**config.mk**
```make
export PLATFORM = sky130hd
export DESIGN_NAME = sppx_sqrt
export DESIGN_NICKNAME = d
export VERILOG_FILES = /design/src/design/sphere_phong_pixel_shader_unit_defines.svh /design/src/design/sppx_sqrt.sv
export SDC_FILE = /design/constraint.sdc
export NUM_CORES = 1
export LEC_CHECK = 0
export ABC_CLOCK_PERIOD_IN_PS = 7200
export BUFFER_PORTS_ARGS = -buffer_cell sky130_fd_sc_hd__buf_2
export CORE_ASPECT_RATIO = 2
export CORE_MARGIN = 4
export CORE_UTILIZATION = 48
export DETAILED_ROUTE_END_ITERATION = 8
export PLACE_DENSITY_LB_ADDON = 0.3
export SYNTH_ARGS = -nofsm -noshare
export SYNTH_HDL_FRONTEND = slang
export SYNTH_SLANG_ARGS = --single-unit
```
**constraint.sdc**
```tcl
create_clock -name clk -period 7.2 [get_ports clk]
set_input_delay 0.36 -clock clk [delete_from_list [all_inputs] [get_ports clk]]
set_output_delay 0.36 -clock clk [all_outputs]
set_load 0.05 [all_outputs]
```
**src/design/sphere_phong_pixel_shader_unit_defines.svh**
```systemverilog
// Assertion macros for the sphere shader.
`ifndef SPHERE_PHONG_PIXEL_SHADER_UNIT_DEFINES_SVH
`define SPHERE_PHONG_PIXEL_SHADER_UNIT_DEFINES_SVH
`ifndef SYNTHESIS
`define SPPX_ASSERT_NOW(lbl, ante, cons) \
  lbl: assert property (@(posedge clk) disable iff (rst) (ante) |-> (cons)) \
    else $error("sppx check failed");
`define SPPX_ASSERT_NEXT(lbl, ante, cons) \
  lbl: assert property (@(posedge clk) disable iff (rst) (ante) |=> (cons)) \
    else $error("sppx check failed");
`else
`define SPPX_ASSERT_NOW(lbl, ante, cons)
`define SPPX_ASSERT_NEXT(lbl, ante, cons)
`endif
`endif

```
**src/design/sppx_sqrt.sv**
```systemverilog
module sppx_sqrt #(
  parameter int IN_W = 36
) (
  input  logic              clk,
  input  logic [IN_W-1:0]   rad,
  output logic [IN_W/2-1:0] root
);

  localparam int OW = IN_W / 2;
  localparam int RW = OW + 2;

  logic [IN_W-1:0] src_r [1:OW];
  logic [RW-1:0]   rem_r [1:OW];
  logic [OW-1:0]   res_r [1:OW];

  for (genvar s = 0; s < OW; s++) begin : g_stage
    logic [IN_W-1:0] cur_src;
    logic [RW-1:0]   cur_rem, acc, trial;
    logic [OW-1:0]   cur_res;
    logic            ge;
    if (s == 0) begin : g_first
      assign cur_src = rad;
      assign cur_rem = '0;
      assign cur_res = '0;
    end else begin : g_rest
      assign cur_src = src_r[s];
      assign cur_rem = rem_r[s];
      assign cur_res = res_r[s];
    end
    assign acc   = {cur_rem[RW-3:0], cur_src[IN_W-1 -: 2]};
    assign trial = {cur_res, 2'b01};
    assign ge    = acc >= trial;
    always_ff @(posedge clk) begin
      src_r[s+1] <= cur_src << 2;
      rem_r[s+1] <= ge ? acc - trial : acc;
      res_r[s+1] <= {cur_res[OW-2:0], ge};
    end
  end

  assign root = res_r[OW];

endmodule

```
==> results of run 1 <==
power by group through the flow:
stage	clock [mW]	combinational, mW	sequential (mW)
after global placement	0	2.36	5.53
after CTS	3.68	2.47	5.47
after global routing	3.86	2.75	5.54
after floorplan	0	1.91	5.45
after detailed placement	0	2.44	5.56
final	3.57	2.47	5.47
how the worst max path moves through the flow:
| stage | to | slack (ns) | cells after the start |
|---|---|---|---|
| after floorplan | rem_r[0][317] | 4.65 | 9 |
| after global routing | rem_r[0][308] | 3.33 | 9 |
| after detailed placement | rem_r[0][311] | 3.62 | 9 |
| after CTS | rem_r[0][311] | 3.61 | 9 |
| final | rem_r[0][311] | 3.53 | 9 |
| after global placement | rem_r[0][308] | 3.69 | 9 |
logic make-up after synthesis:
logic type	after synthesis	share of synthesized area, %
and+or+nand+nor	606	11.0
DFF	763	56.0
xor gates and xnor gates	217	6.97
adders and majority gates	190	8.72
AOI/OAI and AO/OA	500	11.5
other	1	0.0138
muxes	49	2.01
buffers and inverters	266	3.75
per-layer routing:
layer	track usage [%]	up-vias
li1	-	9111
met1	13.1	8605
met2	38.0	336
met3	2.37	207
met4	11.3	0
met5	0	-
final cells by class:
class	instances	area, sq um	area share (%)
well taps	750	938	3.03
flip-flops and latches	763	15300	49.3
diodes	1	2.50	0.00808
multi-input cells	1563	11000	35.4
clock inverters	26	274	0.885
repair buffers	95	671	2.17
clock buffers	91	1950	6.30
inverters	239	897	2.90
state kept, by name, indices dropped and copies added, names as in the netlist:
name / flops
rem_r: 286
res_r: 171
src_r: 306
Yosys cell counts (all sizes together) (5+ instances only):
master and number:
buf 12, and4 9, a31o 6, a21o 41, nand3b 9, o31ai 12, a211oi 10, inv 238
xor2 104, o311ai 5, clkbuf 15, nand4 17, nor2 160, o21ai 135, nor4 25, a21oi 162
and3 9, xnor2 113, nor3b 6, or3 26, o21bai 6, a221oi 5, nand2 155, mux2 46
nor2b 19, a31oi 12, dfxtp 763, or2 11, nand2b 26, nand3 32, o211ai 15, o221ai 6
or4 18, and2 8, o21a 38, ha 190, nor3 66
metrics by stage:
stage / std cells / power, mW
2_1_floorplan: 2592 / 7.36
3_3_place_gp: 3373 / 7.90
3_5_place_dp: 3373 / 8.00
4_1_cts: 3527 / 11.6
5_1_grt: 3527 / 12.2
6_report: 3528 / 11.5
repair_timing:
item	in CTS	in global routing
endpoints found under the hold margin	37	0
hold buffers	37	0
setup endpoints to repair	0	0
cells in the final DEF (no fill, tap or decap), types with 12 or more instances in the layout:
master / n
sky130_fd_sc_hd__a21o_1: 41
sky130_fd_sc_hd__a21oi_1: 162
sky130_fd_sc_hd__a31oi_1: 12
sky130_fd_sc_hd__buf_2: 54
sky130_fd_sc_hd__clkbuf_16: 70
sky130_fd_sc_hd__clkbuf_8: 12
sky130_fd_sc_hd__clkinv_2: 14
sky130_fd_sc_hd__dfxtp_1: 763
sky130_fd_sc_hd__dlygate4sd3_1: 37
sky130_fd_sc_hd__ha_1: 190
sky130_fd_sc_hd__inv_1: 238
sky130_fd_sc_hd__mux2_2: 46
sky130_fd_sc_hd__nand2_1: 155
sky130_fd_sc_hd__nand2b_1: 26
sky130_fd_sc_hd__nand3_1: 31
sky130_fd_sc_hd__nand4_1: 17
sky130_fd_sc_hd__nor2_1: 158
sky130_fd_sc_hd__nor2b_1: 19
sky130_fd_sc_hd__nor3_1: 66
sky130_fd_sc_hd__nor4_1: 24
sky130_fd_sc_hd__o211ai_1: 14
sky130_fd_sc_hd__o21a_1: 38
sky130_fd_sc_hd__o21ai_0: 134
sky130_fd_sc_hd__or3_1: 25
sky130_fd_sc_hd__or4_1: 17
sky130_fd_sc_hd__xnor2_1: 113
sky130_fd_sc_hd__xor2_1: 104
==> impl_results.html, run 1 <==
<table>
<tr><th>Metric</th><th>Value</th></tr>
<tr><th colspan="2">GRT</th></tr>
<tr><td>Pin count of the biggest net entering global routing</td><td>34</td></tr>
<tr><td>Via count of the first global-routing pass</td><td>19200</td></tr>
<tr><td>Wire length of the first global-routing pass</td><td>87400 um</td></tr>
<tr><td>GRT overflow</td><td>0</td></tr>
<tr><td>Total GRT Usage</td><td>17.5%</td></tr>
<tr><td>Number of antenna violations at the first check in global routing</td><td>0</td></tr>
<tr><th colspan="2">Power and ir drop</th></tr>
<tr><td>Switching power total</td><td>3.31 mW</td></tr>
<tr><td>Sequential group share of total power</td><td>47.5%</td></tr>
<tr><td>VDD IR-drop max</td><td>0.290 mV</td></tr>
<tr><td>Clock network power share</td><td>31.0%</td></tr>
<tr><td>Part of the total power dissipated in combinational logic</td><td>21.5%</td></tr>
<tr><td>Leakage power</td><td>14.6 nW</td></tr>
<tr><td>Internal power component</td><td>8.19 mW</td></tr>
<tr><td>Switching fraction of total power</td><td>28.8%</td></tr>
<tr><td>Total power per unit cell area</td><td>372 nW/um^2</td></tr>
<tr><th colspan="2">Placement</th></tr>
<tr><td>RD Place Congestion</td><td>0.953</td></tr>
<tr><td>Placed instance area</td><td>28400 sq um</td></tr>
<tr><td>IO Port Bufs</td><td>54</td></tr>
<tr><td>Worst slack, placed</td><td>3.62 ns</td></tr>
<tr><td>Detail Placement HPWL</td><td>41200 um</td></tr>
<tr><th colspan="2">Timing</th></tr>
<tr><td>Worst-case headroom to the max-slew limit</td><td>25.3%</td></tr>
<tr><td>Largest clock skew in the final design</td><td>0.0203 ns</td></tr>
<tr><td>Post-route setup slack</td><td>3.53 ns</td></tr>
<tr><td>Smallest hold slack</td><td>0.318 ns</td></tr>
<tr><td>Number of slew-limit violations in the final report</td><td>0</td></tr>
<tr><td>Share of the clock period used by the worst path</td><td>50.9%</td></tr>
<tr><td>Unrepaired setup endpoints after global routing</td><td>no</td></tr>
<tr><td>Final setup violation count</td><td>0</td></tr>
<tr><td>Total Neg Setup Slack</td><td>0 ns</td></tr>
<tr><td>Final critical path time including I/O delays and setup</td><td>3.67 ns</td></tr>
<tr><td>Measured slew at the worst slew-check pin</td><td>1.12 ns</td></tr>
<tr><td>Hold violation total from the final report</td><td>0</td></tr>
<tr><td>Highest clock rate</td><td>273 MHz</td></tr>
<tr><th colspan="2">Clocking</th></tr>
<tr><td>Total setup buffers inserted after CTS</td><td>0</td></tr>
<tr><td>Clock-pin slew reported for the worst setup and hold paths after clock tree synthesis</td><td>0.06 ns</td></tr>
<tr><td>Clock sink count</td><td>763</td></tr>
<tr><td>Root buffer selected by CTS</td><td>sky130_fd_sc_hd__clkbuf_16</td></tr>
<tr><td>Clock latency on the worst-skew pair</td><td>0.59 ns</td></tr>
<tr><td>TritonCTS clock tree</td><td>done</td></tr>
<tr><td>Maximum clock path buffer count</td><td>3</td></tr>
<tr><td>Number of gates resized after cts</td><td>0</td></tr>
<tr><td>Total clock buffers created by CTS</td><td>67</td></tr>
<tr><td>CTS H-Tree Depth</td><td>3</td></tr>
<tr><th colspan="2">Synthesis</th></tr>
<tr><td>Post-synth EDFFs</td><td>0</td></tr>
<tr><td>Cell types with the largest area share after synthesis</td><td>sky130_fd_sc_hd__dfxtp_1, sky130_fd_sc_hd__ha_1, sky130_fd_sc_hd__xnor2_1</td></tr>
<tr><td>Post-synthesis instance area</td><td>27300 sq um</td></tr>
<tr><td>Average cell area after synthesis</td><td>10.5 sq um</td></tr>
<tr><td>Cell count after synthesis</td><td>2592</td></tr>
<tr><td>Share of Yosys cell area claimed by the top area cell type</td><td>56.0%</td></tr>
<tr><td>Synth unique cells</td><td>82</td></tr>
<tr><td>Share of synthesized area occupied by flip-flops and latches</td><td>56.0%</td></tr>
<tr><td>Cell taking the most area after synthesis</td><td>sky130_fd_sc_hd__dfxtp_1</td></tr>
<tr><td>Flop and latch count out of synthesis</td><td>763</td></tr>
<tr><td>Post-synth net total</td><td>2819</td></tr>
<tr><td>Ys flop type</td><td>sky130_fd_sc_hd__dfxtp_1</td></tr>
<tr><td>Fraction of registers with async set/reset</td><td>0%</td></tr>
<tr><td>Yosys warnings</td><td>0</td></tr>
<tr><th colspan="2">Floorplanning</th></tr>
<tr><td>Die width</td><td>177 um</td></tr>
<tr><td>Core footprint</td><td>56300 sq um</td></tr>
<tr><td>Initial core utilization</td><td>48.4%</td></tr>
<tr><td>Number of top-level pins</td><td>55</td></tr>
<tr><td>Standard-cell rows</td><td>123</td></tr>
<tr><td>Floorplan die area</td><td>60900 sq um</td></tr>
<tr><td>Die outline height</td><td>345 um</td></tr>
<tr><th colspan="2">Worst setup path</th></tr>
<tr><td>Number of buffers and inverters on the critical path</td><td>2</td></tr>
<tr><td>Worst EP required</td><td>7.67 ns</td></tr>
<tr><td>Reg2Reg Setup Slack</td><td>3.53 ns</td></tr>
<tr><td>Delay of the slowest cell on the worst path</td><td>0.88 ns</td></tr>
<tr><td>Critical Path Source</td><td>res_r[3][37]</td></tr>
<tr><td>Critical-path cell list</td><td>inv_1, ha_1, o21ai_0, a21oi_1, o311ai_0, a21o_1, and2_1, inv_1, mux2_2</td></tr>
<tr><td>Cell repeated most along the worst path</td><td>sky130_fd_sc_hd__inv_1</td></tr>
<tr><td>Max stage delay cell, worst path</td><td>sky130_fd_sc_hd__o311ai_0</td></tr>
<tr><td>Critical path capture point type</td><td>register</td></tr>
<tr><td>Family with the most delay on the worst path</td><td>compound AO/OA/AOI/OAI gates</td></tr>
<tr><td>Critical register-to-register path endpoint</td><td>rem_r[0][311]</td></tr>
<tr><td>Worst Setup Path Type</td><td>reg -&gt; reg</td></tr>
<tr><td>Worst Path Arrival</td><td>4.13 ns</td></tr>
<tr><td>Critical path fanouts, max</td><td>28</td></tr>
<tr><td>Depth of the most critical reg-to-reg path</td><td>9</td></tr>
<tr><td>Reg-to-Reg Start</td><td>res_r[3][37]</td></tr>
<tr><td>Nature of the critical path startpoint</td><td>register</td></tr>
<tr><th colspan="2">Final layout</th></tr>
<tr><td>Area growth from synthesis to layout</td><td>13.6%</td></tr>
<tr><td>Summed area of non-filler cells in the final layout</td><td>31000 sq um</td></tr>
<tr><td>Nets</td><td>2956</td></tr>
<tr><td>Utilization of the core after routing</td><td>55.0%</td></tr>
<tr><td>Ratio of cells with drive above 1 in the final layout</td><td>8.89%</td></tr>
<tr><td>Fill count</td><td>4832</td></tr>
<tr><th colspan="2">Hold path</th></tr>
<tr><td>Destination of the worst hold path</td><td>src_r[0][295]</td></tr>
<tr><td>Hold Path Stages</td><td>0</td></tr>
<tr><td>Worst hold path class</td><td>reg -&gt; reg</td></tr>
<tr><td>Hold wc startpoint</td><td>src_r[0][259]</td></tr>
<tr><th colspan="2">Route</th></tr>
<tr><td># DRC</td><td>0</td></tr>
<tr><td>Drt via density</td><td>5.18</td></tr>
<tr><td>Top layer used by detailed routing</td><td>met4</td></tr>
<tr><td>Total number of vias</td><td>18300</td></tr>
<tr><td>Routed length on met1</td><td>16500 um</td></tr>
<tr><td>Number of design-rule violations left by the first detailed-router iteration</td><td>639</td></tr>
<tr><td>Met2 wire len</td><td>32800 um</td></tr>
<tr><td>Detailed-route wire length per cell</td><td>15.3 um</td></tr>
<tr><td>Total Routed Length</td><td>54100 um</td></tr>
<tr><td>Remaining antenna violation count after routing</td><td>0</td></tr>
<tr><td>First-pass DRT Iterations</td><td>5</td></tr>
<tr><td>Wire length on met3</td><td>1460 um</td></tr>
<tr><th colspan="2">Outcome</th></tr>
<tr><td>Outcome</td><td>finished, final reports clean</td></tr>
<tr><th colspan="2">Run</th></tr>
<tr><td>Maximum Capacitance Violations</td><td>0</td></tr>
</table>
Note: power is estimated with default switching activity, not from simulation.
==> inputs of run 2 (changes only) <==
--- a/config.mk
+++ b/config.mk
@@ -5,7 +5,7 @@
 export SDC_FILE = /design/constraint.sdc
 export NUM_CORES = 1
 export LEC_CHECK = 0
-export ABC_CLOCK_PERIOD_IN_PS = 7200
+export ABC_CLOCK_PERIOD_IN_PS = 3050
 export BUFFER_PORTS_ARGS = -buffer_cell sky130_fd_sc_hd__buf_2
 export CORE_ASPECT_RATIO = 2
 export CORE_MARGIN = 4
==> constraint.sdc (replaced) <==
create_clock -name clk -period 3.05 [get_ports clk]
set_input_delay 0.1525 -clock clk [delete_from_list [all_inputs] [get_ports clk]]
set_output_delay 0.1525 -clock clk [all_outputs]
set_load 0.05 [all_outputs]
==> run 2 against run 1 <==
Critical endpoint is now rem_r[0][257]. First-iteration DRC count rose by 13%. Fmax grew 26%. Clock skew grew 0.034 ns. Sequential share of layout area shrank 0.32 points. Critical path depth did not move. Cell count increased by 0.54%. Worst setup slack got worse by 3.4 ns. Wire length down 0.67%. Combinational power increased by 140%.
==> impl_results.html, run 2 (synthesized netlist as in run 1, its figures left out) <==
<table>
<tr><th>Metric</th><th>Value</th></tr>
<tr><th colspan="2">Timing</th></tr>
<tr><td>Worst-case headroom to the max-slew limit</td><td>42.5% (was 25.3%)</td></tr>
<tr><td>Unrepaired setup endpoints after global routing</td><td>no (unchanged)</td></tr>
<tr><td>Post-route setup slack</td><td>0.150 ns (was 3.53 ns)</td></tr>
<tr><td>Highest clock rate</td><td>345 MHz (was 273 MHz)</td></tr>
<tr><td>Measured slew at the worst slew-check pin</td><td>0.854 ns (was 1.12 ns)</td></tr>
<tr><td>Final critical path time including I/O delays and setup</td><td>2.90 ns (was 3.67 ns)</td></tr>
<tr><td>Final setup violation count</td><td>0 (unchanged)</td></tr>
<tr><td>Total Neg Setup Slack</td><td>0 ns (unchanged)</td></tr>
<tr><td>Largest clock skew in the final design</td><td>0.0548 ns (was 0.0203 ns)</td></tr>
<tr><td>Number of slew-limit violations in the final report</td><td>0 (unchanged)</td></tr>
<tr><td>Hold violation total from the final report</td><td>0 (unchanged)</td></tr>
<tr><td>Share of the clock period used by the worst path</td><td>95.1% (was 50.9%)</td></tr>
<tr><td>Smallest hold slack</td><td>0.159 ns (was 0.318 ns)</td></tr>
<tr><th colspan="2">Placement</th></tr>
<tr><td>RD Place Congestion</td><td>0.962 (was 0.953)</td></tr>
<tr><td>IO Port Bufs</td><td>54 (unchanged)</td></tr>
<tr><td>Worst slack, placed</td><td>0.223 ns (was 3.62 ns)</td></tr>
<tr><td>Detail Placement HPWL</td><td>41400 um (was 41200 um)</td></tr>
<tr><th colspan="2">Clocking</th></tr>
<tr><td>Clock-pin slew reported for the worst setup and hold paths after clock tree synthesis</td><td>0.07 ns (was 0.06 ns)</td></tr>
<tr><td>Clock latency on the worst-skew pair</td><td>0.63 ns (was 0.59 ns)</td></tr>
<tr><td>CTS H-Tree Depth</td><td>2 (was 3)</td></tr>
<tr><td>TritonCTS clock tree</td><td>done (unchanged)</td></tr>
<tr><td>Total clock buffers created by CTS</td><td>61 (was 67)</td></tr>
<tr><td>Maximum clock path buffer count</td><td>3 (unchanged)</td></tr>
<tr><td>Clock sink count</td><td>763 (unchanged)</td></tr>
<tr><td>Total setup buffers inserted after CTS</td><td>0 (unchanged)</td></tr>
<tr><td>Root buffer selected by CTS</td><td>sky130_fd_sc_hd__clkbuf_16 (unchanged)</td></tr>
<tr><th colspan="2">Final layout</th></tr>
<tr><td>Most frequent cells in the layout</td><td>sky130_fd_sc_hd__dfxtp_1, sky130_fd_sc_hd__inv_1, sky130_fd_sc_hd__ha_1, sky130_fd_sc_hd__a21oi_1, sky130_fd_sc_hd__nor2_1 (unchanged)</td></tr>
<tr><td>Antenna cells</td><td>0 (was 1)</td></tr>
<tr><td>Area taken by multi-input logic gates</td><td>11000 sq um (about the same)</td></tr>
<tr><td>Fill count</td><td>4837 (was 4832)</td></tr>
<tr><td>Ratio of cells with drive above 1 in the final layout</td><td>9.72% (was 8.89%)</td></tr>
<tr><td>Largest register FFs</td><td>306 (unchanged)</td></tr>
<tr><td>Nets</td><td>2973 (was 2956)</td></tr>
<tr><td>Largest regs</td><td>src_r: 306 flops, rem_r: 286 flops, res_r: 171 flops (unchanged)</td></tr>
<tr><td>Register name with the most flops</td><td>src_r (unchanged)</td></tr>
<tr><td>Area growth from synthesis to layout</td><td>14.4% (was 13.6%)</td></tr>
<tr><td>Most common cell after layout, fill and taps aside</td><td>sky130_fd_sc_hd__dfxtp_1 (unchanged)</td></tr>
<tr><td>Sequential cell area in the final layout</td><td>15300 sq um (unchanged)</td></tr>
<tr><th colspan="2">Floorplanning</th></tr>
<tr><td>Die outline height</td><td>345 um (unchanged)</td></tr>
<tr><td>Initial core utilization</td><td>48.4% (unchanged)</td></tr>
<tr><td>Number of top-level pins</td><td>55 (unchanged)</td></tr>
<tr><td>Core footprint</td><td>56300 sq um (unchanged)</td></tr>
<tr><td>Floorplan die area</td><td>60900 sq um (unchanged)</td></tr>
<tr><td>Standard-cell rows</td><td>123 (unchanged)</td></tr>
<tr><td>Die width</td><td>177 um (unchanged)</td></tr>
<tr><th colspan="2">GRT</th></tr>
<tr><td>GRT overflow</td><td>0 (unchanged)</td></tr>
<tr><td>Via count of the first global-routing pass</td><td>19100 (was 19200)</td></tr>
<tr><td>Pin count of the biggest net entering global routing</td><td>34 (unchanged)</td></tr>
<tr><td>Wire length of the first global-routing pass</td><td>86700 um (was 87400 um)</td></tr>
<tr><td>Number of antenna violations at the first check in global routing</td><td>0 (unchanged)</td></tr>
<tr><td>Total GRT Usage</td><td>17.3% (was 17.5%)</td></tr>
<tr><th colspan="2">Worst setup path</th></tr>
<tr><td>Critical Path Source</td><td>res_r[2][57] (was res_r[3][37])</td></tr>
<tr><td>Worst Path Arrival</td><td>3.35 ns (was 4.13 ns)</td></tr>
<tr><td>Depth of the most critical reg-to-reg path</td><td>9 (unchanged)</td></tr>
<tr><td>Critical path capture point type</td><td>register (unchanged)</td></tr>
<tr><td>Critical Path End</td><td>rem_r[0][257] (was rem_r[0][311])</td></tr>
<tr><td>Nature of the critical path startpoint</td><td>register (unchanged)</td></tr>
<tr><td>Worst EP required</td><td>3.51 ns (was 7.67 ns)</td></tr>
<tr><td>Reg-to-Reg Start</td><td>res_r[2][57] (was res_r[3][37])</td></tr>
<tr><td>Worst Setup Path Type</td><td>reg -&gt; reg (unchanged)</td></tr>
<tr><td>Critical path fanouts, max</td><td>4 (was 28)</td></tr>
<tr><td>Critical register-to-register path endpoint</td><td>rem_r[0][257] (was rem_r[0][311])</td></tr>
<tr><td>Reg2Reg Setup Slack</td><td>0.15 ns (was 3.53 ns)</td></tr>
<tr><th colspan="2">Power and ir drop</th></tr>
<tr><td>Total power per unit cell area</td><td>873 nW/um^2 (was 372 nW/um^2)</td></tr>
<tr><td>Leakage power</td><td>14.7 nW (was 14.6 nW)</td></tr>
<tr><td>Total design power</td><td>27.2 mW (was 11.5 mW)</td></tr>
<tr><td>VDD IR-drop max</td><td>0.588 mV (was 0.290 mV)</td></tr>
<tr><th colspan="2">Route</th></tr>
<tr><td>Remaining antenna violation count after routing</td><td>0 (unchanged)</td></tr>
<tr><td>Total Routed Length</td><td>53700 um (was 54100 um)</td></tr>
<tr><td>Number of design-rule violations left by the first detailed-router iteration</td><td>720 (was 639)</td></tr>
<tr><td>First-pass DRT Iterations</td><td>5 (unchanged)</td></tr>
<tr><td># DRC</td><td>0 (unchanged)</td></tr>
<tr><td>Detailed-route wire length per cell</td><td>15.2 um (was 15.3 um)</td></tr>
<tr><td>Drt via density</td><td>5.16 (was 5.18)</td></tr>
<tr><td>Total number of vias</td><td>18300 (about the same)</td></tr>
<tr><th colspan="2">Run</th></tr>
<tr><td>Maximum Capacitance Violations</td><td>0 (unchanged)</td></tr>
<tr><th colspan="2">Outcome</th></tr>
<tr><td>Outcome</td><td>finished, final reports clean (unchanged)</td></tr>
<tr><th colspan="2">Hold path</th></tr>
<tr><td>Worst hold path class</td><td>in -&gt; reg (was reg -&gt; reg)</td></tr>
</table>
[run 2: cell count changes in the layout (fill, tap and decap cells not counted), sizes merged]
| cell | delta |
|---|---|
| buf | +23 |
| bufinv | +6 |
| clkbuf | -20 |
| clkinv | +4 |
| clkinvlp | +8 |
| diode | -1 |
| inv | -1 |
[run 2: worst min path at each step]
stage               startpoint           end  slack (ns)  cells after the start
global placement       rad[18]  src_r[0][52]        0.26                      1
finish                 rad[17]  src_r[0][51]        0.16                      2
floorplan               rad[0]  src_r[0][34]        0.18                      0
detailed placement     rad[17]  src_r[0][51]        0.26                      1
CTS                    rad[17]  src_r[0][51]        0.11                      2
global route            rad[6]  src_r[0][40]        0.15                      2
[run 2: layer usage]
| metal | track usage [%] | vias to the layer above | part of all wire (%) |
|---|---|---|---|
| met3 | 1.96 | 216 | 2.4 |
| met4 | 11.2 | 0 | 7.0 |
| li1 | - | 9141 | - |
| met1 | 12.9 | 8580 | 30 |
| met5 | 0 | - | 0 |
| met2 | 37.9 | 360 | 61 |
[run 2: cell type report]
class	instances	area share, %
sequential	763	49.0
timing repair buffer	118	2.87
clock buffer	71	5.28
clock inverter	43	1.81
multi-input combinational	1563	35.2
inverter	239	2.88
tap	750	3.01
[run 2: per-stage QoR]
| step | util, % | instance area (sq um) | std cells |
|---|---|---|---|
| CTS | 55.4 | 31200 | 3547 |
| finish | 55.4 | 31200 | 3547 |
| floorplan | - | 27300 | 2592 |
| global placement | 50.8 | 28600 | 3396 |
| global route | 55.4 | 31200 | 3547 |
| detailed placement | 50.8 | 28600 | 3396 |
[run 2: report_power, final]
part           internal [mW]  leakage [nW]  total [mW]  switching (mW)
sequential              11.8          6.39        12.9            1.11
clock                   4.76          1.05        8.39            3.63
combinational           2.75          7.24        5.91            3.16
total                   19.3          14.7        27.2            7.90
[run 2: critical path, stage by stage (launching register included)]
cell and delay, ns:
sky130_fd_sc_hd__dfxtp_1 0.48, sky130_fd_sc_hd__inv_1 0.08, sky130_fd_sc_hd__ha_1 0.34, sky130_fd_sc_hd__a21o_1 0.21
sky130_fd_sc_hd__a21o_1 0.20, sky130_fd_sc_hd__nor2_1 0.28, sky130_fd_sc_hd__o21ai_0 0.27, sky130_fd_sc_hd__a32o_1 0.37
sky130_fd_sc_hd__nor4b_1 0.39, sky130_fd_sc_hd__xor2_1 0.11
[run 2: what timing repair did]
item                       CTS  global route
setup endpoints to repair    0             1
hold buffers                37             0
gates resized for setup      0             1
hold endpoints to repair    37             0
==> inputs of run 3 (changes only) <==
--- a/config.mk
+++ b/config.mk
@@ -5,7 +5,7 @@
 export SDC_FILE = /design/constraint.sdc
 export NUM_CORES = 1
 export LEC_CHECK = 0
-export ABC_CLOCK_PERIOD_IN_PS = 3050
+export ABC_CLOCK_PERIOD_IN_PS = 3250
 export BUFFER_PORTS_ARGS = -buffer_cell sky130_fd_sc_hd__buf_2
 export CORE_ASPECT_RATIO = 2
 export CORE_MARGIN = 4
==> constraint.sdc (replaced) <==
create_clock -name clk -period 3.25 [get_ports clk]
set_input_delay 0.1625 -clock clk [delete_from_list [all_inputs] [get_ports clk]]
set_output_delay 0.1625 -clock clk [all_outputs]
set_load 0.05 [all_outputs]
==> run 3 against run 2 <==
Critical path type unchanged. Global-route usage up 0.42 points. Cell count about the same. Wire length is 2.3% higher. Register-to-register slack improved by 0.15 ns. Largest power group unchanged. Power down 5.8%. Sequential power is 6% lower.
==> impl_results.html, run 3 (synthesized netlist as in run 1, its figures left out) <==
<table>
<tr><th>Metric</th><th>Value</th></tr>
<tr><th colspan="2">Clocking</th></tr>
<tr><td>TritonCTS clock tree</td><td>done (unchanged)</td></tr>
<tr><td>Number of gates resized after cts</td><td>0 (unchanged)</td></tr>
<tr><td>Maximum clock path buffer count</td><td>3 (unchanged)</td></tr>
<tr><td>Clock latency on the worst-skew pair</td><td>0.60 ns (was 0.63 ns)</td></tr>
<tr><td>Clock sink count</td><td>763 (unchanged)</td></tr>
<tr><td>Total setup buffers inserted after CTS</td><td>0 (unchanged)</td></tr>
<tr><td>Total clock buffers created by CTS</td><td>66 (was 61)</td></tr>
<tr><td>Clock-pin slew reported for the worst setup and hold paths after clock tree synthesis</td><td>0.07 ns (about the same)</td></tr>
<tr><td>CTS H-Tree Depth</td><td>3 (was 2)</td></tr>
<tr><td>Root buffer selected by CTS</td><td>sky130_fd_sc_hd__clkbuf_16 (unchanged)</td></tr>
<tr><th colspan="2">Floorplanning</th></tr>
<tr><td>Floorplan die area</td><td>60900 sq um (unchanged)</td></tr>
<tr><td>Die width</td><td>177 um (unchanged)</td></tr>
<tr><td>Core footprint</td><td>56300 sq um (unchanged)</td></tr>
<tr><td>Die outline height</td><td>345 um (unchanged)</td></tr>
<tr><td>Initial core utilization</td><td>48.4% (unchanged)</td></tr>
<tr><td>Standard-cell rows</td><td>123 (unchanged)</td></tr>
<tr><td>Number of top-level pins</td><td>55 (unchanged)</td></tr>
<tr><th colspan="2">Timing</th></tr>
<tr><td>Final setup violation count</td><td>0 (unchanged)</td></tr>
<tr><td>Final critical path time including I/O delays and setup</td><td>2.95 ns (was 2.90 ns)</td></tr>
<tr><td>Largest clock skew in the final design</td><td>0.0192 ns (was 0.0548 ns)</td></tr>
<tr><td>Unrepaired setup endpoints after global routing</td><td>no (unchanged)</td></tr>
<tr><td>Smallest hold slack</td><td>0.198 ns (was 0.159 ns)</td></tr>
<tr><td>Worst-case headroom to the max-slew limit</td><td>45.3% (was 42.5%)</td></tr>
<tr><td>Hold violation total from the final report</td><td>0 (unchanged)</td></tr>
<tr><td>Measured slew at the worst slew-check pin</td><td>0.817 ns (was 0.854 ns)</td></tr>
<tr><td>Post-route setup slack</td><td>0.304 ns (was 0.150 ns)</td></tr>
<tr><td>Share of the clock period used by the worst path</td><td>90.6% (was 95.1%)</td></tr>
<tr><td>Number of slew-limit violations in the final report</td><td>0 (unchanged)</td></tr>
<tr><td>Total Neg Setup Slack</td><td>0 ns (unchanged)</td></tr>
<tr><td>Highest clock rate</td><td>339 MHz (was 345 MHz)</td></tr>
<tr><th colspan="2">Worst setup path</th></tr>
<tr><td>Family with the most delay on the worst path</td><td>compound AO/OA/AOI/OAI gates (unchanged)</td></tr>
<tr><td>Critical Path End</td><td>rem_r[0][235] (was rem_r[0][257])</td></tr>
<tr><td>Critical path fanouts, max</td><td>4 (unchanged)</td></tr>
<tr><td>Number of buffers and inverters on the critical path</td><td>1 (unchanged)</td></tr>
<tr><td>Worst Path Arrival</td><td>3.43 ns (was 3.35 ns)</td></tr>
<tr><td>CP Depth</td><td>9 (unchanged)</td></tr>
<tr><td>Reg-to-Reg Start</td><td>res_r[2][36] (was res_r[2][57])</td></tr>
<tr><td>Max stage delay cell, worst path</td><td>sky130_fd_sc_hd__a221oi_1 (was sky130_fd_sc_hd__dfxtp_1)</td></tr>
<tr><td>Critical-path cell list</td><td>inv_1, ha_1, nor2b_1, o31ai_1, a211oi_1, a221oi_1, a221oi_1, nand2b_1, xnor2_1 (was inv_1, ha_1, a21o_1, a21o_1, nor2_1, o21ai_0, a32o_1, nor4b_1, xor2_1)</td></tr>
<tr><td>Delay of the slowest cell on the worst path</td><td>0.58 ns (was 0.48 ns)</td></tr>
<tr><td>Critical path capture point type</td><td>register (unchanged)</td></tr>
<tr><td>Nature of the critical path startpoint</td><td>register (unchanged)</td></tr>
<tr><td>Critical Path Source</td><td>res_r[2][36] (was res_r[2][57])</td></tr>
<tr><td>Worst Setup Path Type</td><td>reg -&gt; reg (unchanged)</td></tr>
<tr><td>Critical register-to-register path endpoint</td><td>rem_r[0][235] (was rem_r[0][257])</td></tr>
<tr><td>Depth of the most critical reg-to-reg path</td><td>9 (unchanged)</td></tr>
<tr><td>Worst EP required</td><td>3.74 ns (was 3.51 ns)</td></tr>
<tr><td>Cell repeated most along the worst path</td><td>sky130_fd_sc_hd__a221oi_1 (was sky130_fd_sc_hd__a21o_1)</td></tr>
<tr><td>Reg2Reg Setup Slack</td><td>0.30 ns (was 0.15 ns)</td></tr>
<tr><th colspan="2">Route</th></tr>
<tr><td># DRC</td><td>0 (unchanged)</td></tr>
<tr><td>Total number of vias</td><td>18500 (was 18300)</td></tr>
<tr><td>Total Routed Length</td><td>55000 um (was 53700 um)</td></tr>
<tr><td>Number of design-rule violations left by the first detailed-router iteration</td><td>730 (was 720)</td></tr>
<tr><td>First-pass DRT Iterations</td><td>5 (unchanged)</td></tr>
<tr><td>Detailed-route wire length per cell</td><td>15.5 um (was 15.2 um)</td></tr>
<tr><td>Remaining antenna violation count after routing</td><td>0 (unchanged)</td></tr>
<tr><td>Drt via density</td><td>5.21 (was 5.16)</td></tr>
<tr><th colspan="2">Placement</th></tr>
<tr><td>Placed instance area</td><td>28500 sq um (was 28600 sq um)</td></tr>
<tr><td>RD Place Congestion</td><td>0.975 (was 0.962)</td></tr>
<tr><td>Detail Placement HPWL</td><td>42100 um (was 41400 um)</td></tr>
<tr><td>IO Port Bufs</td><td>54 (unchanged)</td></tr>
<tr><td>Worst slack, placed</td><td>0.327 ns (was 0.223 ns)</td></tr>
<tr><th colspan="2">Run</th></tr>
<tr><td>Maximum Capacitance Violations</td><td>0 (unchanged)</td></tr>
<tr><th colspan="2">Final layout</th></tr>
<tr><td>Largest register FFs</td><td>306 (unchanged)</td></tr>
<tr><td>Summed area of non-filler cells in the final layout</td><td>31100 sq um (was 31200 sq um)</td></tr>
<tr><td>Ratio of cells with drive above 1 in the final layout</td><td>9.40% (was 9.72%)</td></tr>
<tr><td>Register name with the most flops</td><td>src_r (unchanged)</td></tr>
<tr><td>Antenna cells</td><td>0 (unchanged)</td></tr>
<tr><td>Most common cell after layout, fill and taps aside</td><td>sky130_fd_sc_hd__dfxtp_1 (unchanged)</td></tr>
<tr><td>Area growth from synthesis to layout</td><td>14.2% (was 14.4%)</td></tr>
<tr><td>Fill count</td><td>4896 (was 4837)</td></tr>
<tr><td>Most frequent cells in the layout</td><td>sky130_fd_sc_hd__dfxtp_1, sky130_fd_sc_hd__inv_1, sky130_fd_sc_hd__ha_1, sky130_fd_sc_hd__a21oi_1, sky130_fd_sc_hd__nor2_1 (unchanged)</td></tr>
<tr><td>Largest regs</td><td>src_r: 306 flops, rem_r: 286 flops, res_r: 171 flops (unchanged)</td></tr>
<tr><td>Nets</td><td>2975 (was 2973)</td></tr>
<tr><th colspan="2">GRT</th></tr>
<tr><td>GRT overflow</td><td>0 (unchanged)</td></tr>
<tr><td>Number of antenna violations at the first check in global routing</td><td>0 (unchanged)</td></tr>
<tr><td>Via count of the first global-routing pass</td><td>19500 (was 19100)</td></tr>
<tr><td>Total GRT Usage</td><td>17.7% (was 17.3%)</td></tr>
<tr><td>Wire length of the first global-routing pass</td><td>88700 um (was 86700 um)</td></tr>
<tr><td>Pin count of the biggest net entering global routing</td><td>28 (was 34)</td></tr>
<tr><th colspan="2">Power and ir drop</th></tr>
<tr><td>VDD IR-drop max</td><td>0.669 mV (was 0.588 mV)</td></tr>
<tr><td>Total power per unit cell area</td><td>823 nW/um^2 (was 873 nW/um^2)</td></tr>
<tr><td>Total design power</td><td>25.6 mW (was 27.2 mW)</td></tr>
<tr><td>Leakage power</td><td>14.7 nW (about the same)</td></tr>
<tr><th colspan="2">Outcome</th></tr>
<tr><td>Outcome</td><td>finished, final reports clean (unchanged)</td></tr>
<tr><th colspan="2">Hold path</th></tr>
<tr><td>Worst hold path class</td><td>in -&gt; reg (unchanged)</td></tr>
</table>
run 3: what timing repair did:
action	CTS	global route
hold buffers	37	0
hold endpoints to repair	37	0
setup endpoints to repair	0	0
run 3: metrics by stage:
stage          std cells  util, %
2_1_floorplan       2592        -
3_3_place_gp        3393     50.7
3_5_place_dp        3393     50.7
4_1_cts             3549     55.3
5_1_grt             3549     55.3
6_report            3549     55.3
run 3: worst min path at each step:
stage | startpoint | end | slack (ns) | cells past startpoint
detailed placement | rad[10] | src_r[0][44] | 0.27 | 1
global placement | rad[9] | src_r[0][43] | 0.27 | 1
floorplan | rad[0] | src_r[0][34] | 0.19 | 0
CTS | rad[14] | src_r[0][48] | 0.16 | 2
global route | rad[2] | src_r[0][36] | 0.19 | 2
finish | rad[23] | src_r[0][57] | 0.20 | 2
run 3: cell type report:
class / count / area [sq um] / area share [%]
inverter: 239 / 897 / 2.88
clock buffer: 91 / 1880 / 6.03
tap: 750 / 938 / 3.01
multi-input combinational: 1563 / 11000 / 35.2
sequential: 763 / 15300 / 49.1
timing repair buffer: 115 / 833 / 2.68
clock inverter: 28 / 355 / 1.14
run 3: layer usage:
metal	global-route usage, %	vias to the layer above	share of wire, %
li1	-	9144	-
met1	13.4	8737	30
met2	38.3	375	60
met3	2.41	229	2.7
met4	11.7	0	6.6
met5	0	-	0
run 3: where the power goes:
part	internal (mW)	switching, mW	leakage [nW]	total [mW]
clock network	4.57	3.37	1.10	7.94
registers	11.1	1.05	6.39	12.1
logic	2.58	2.98	7.21	5.56
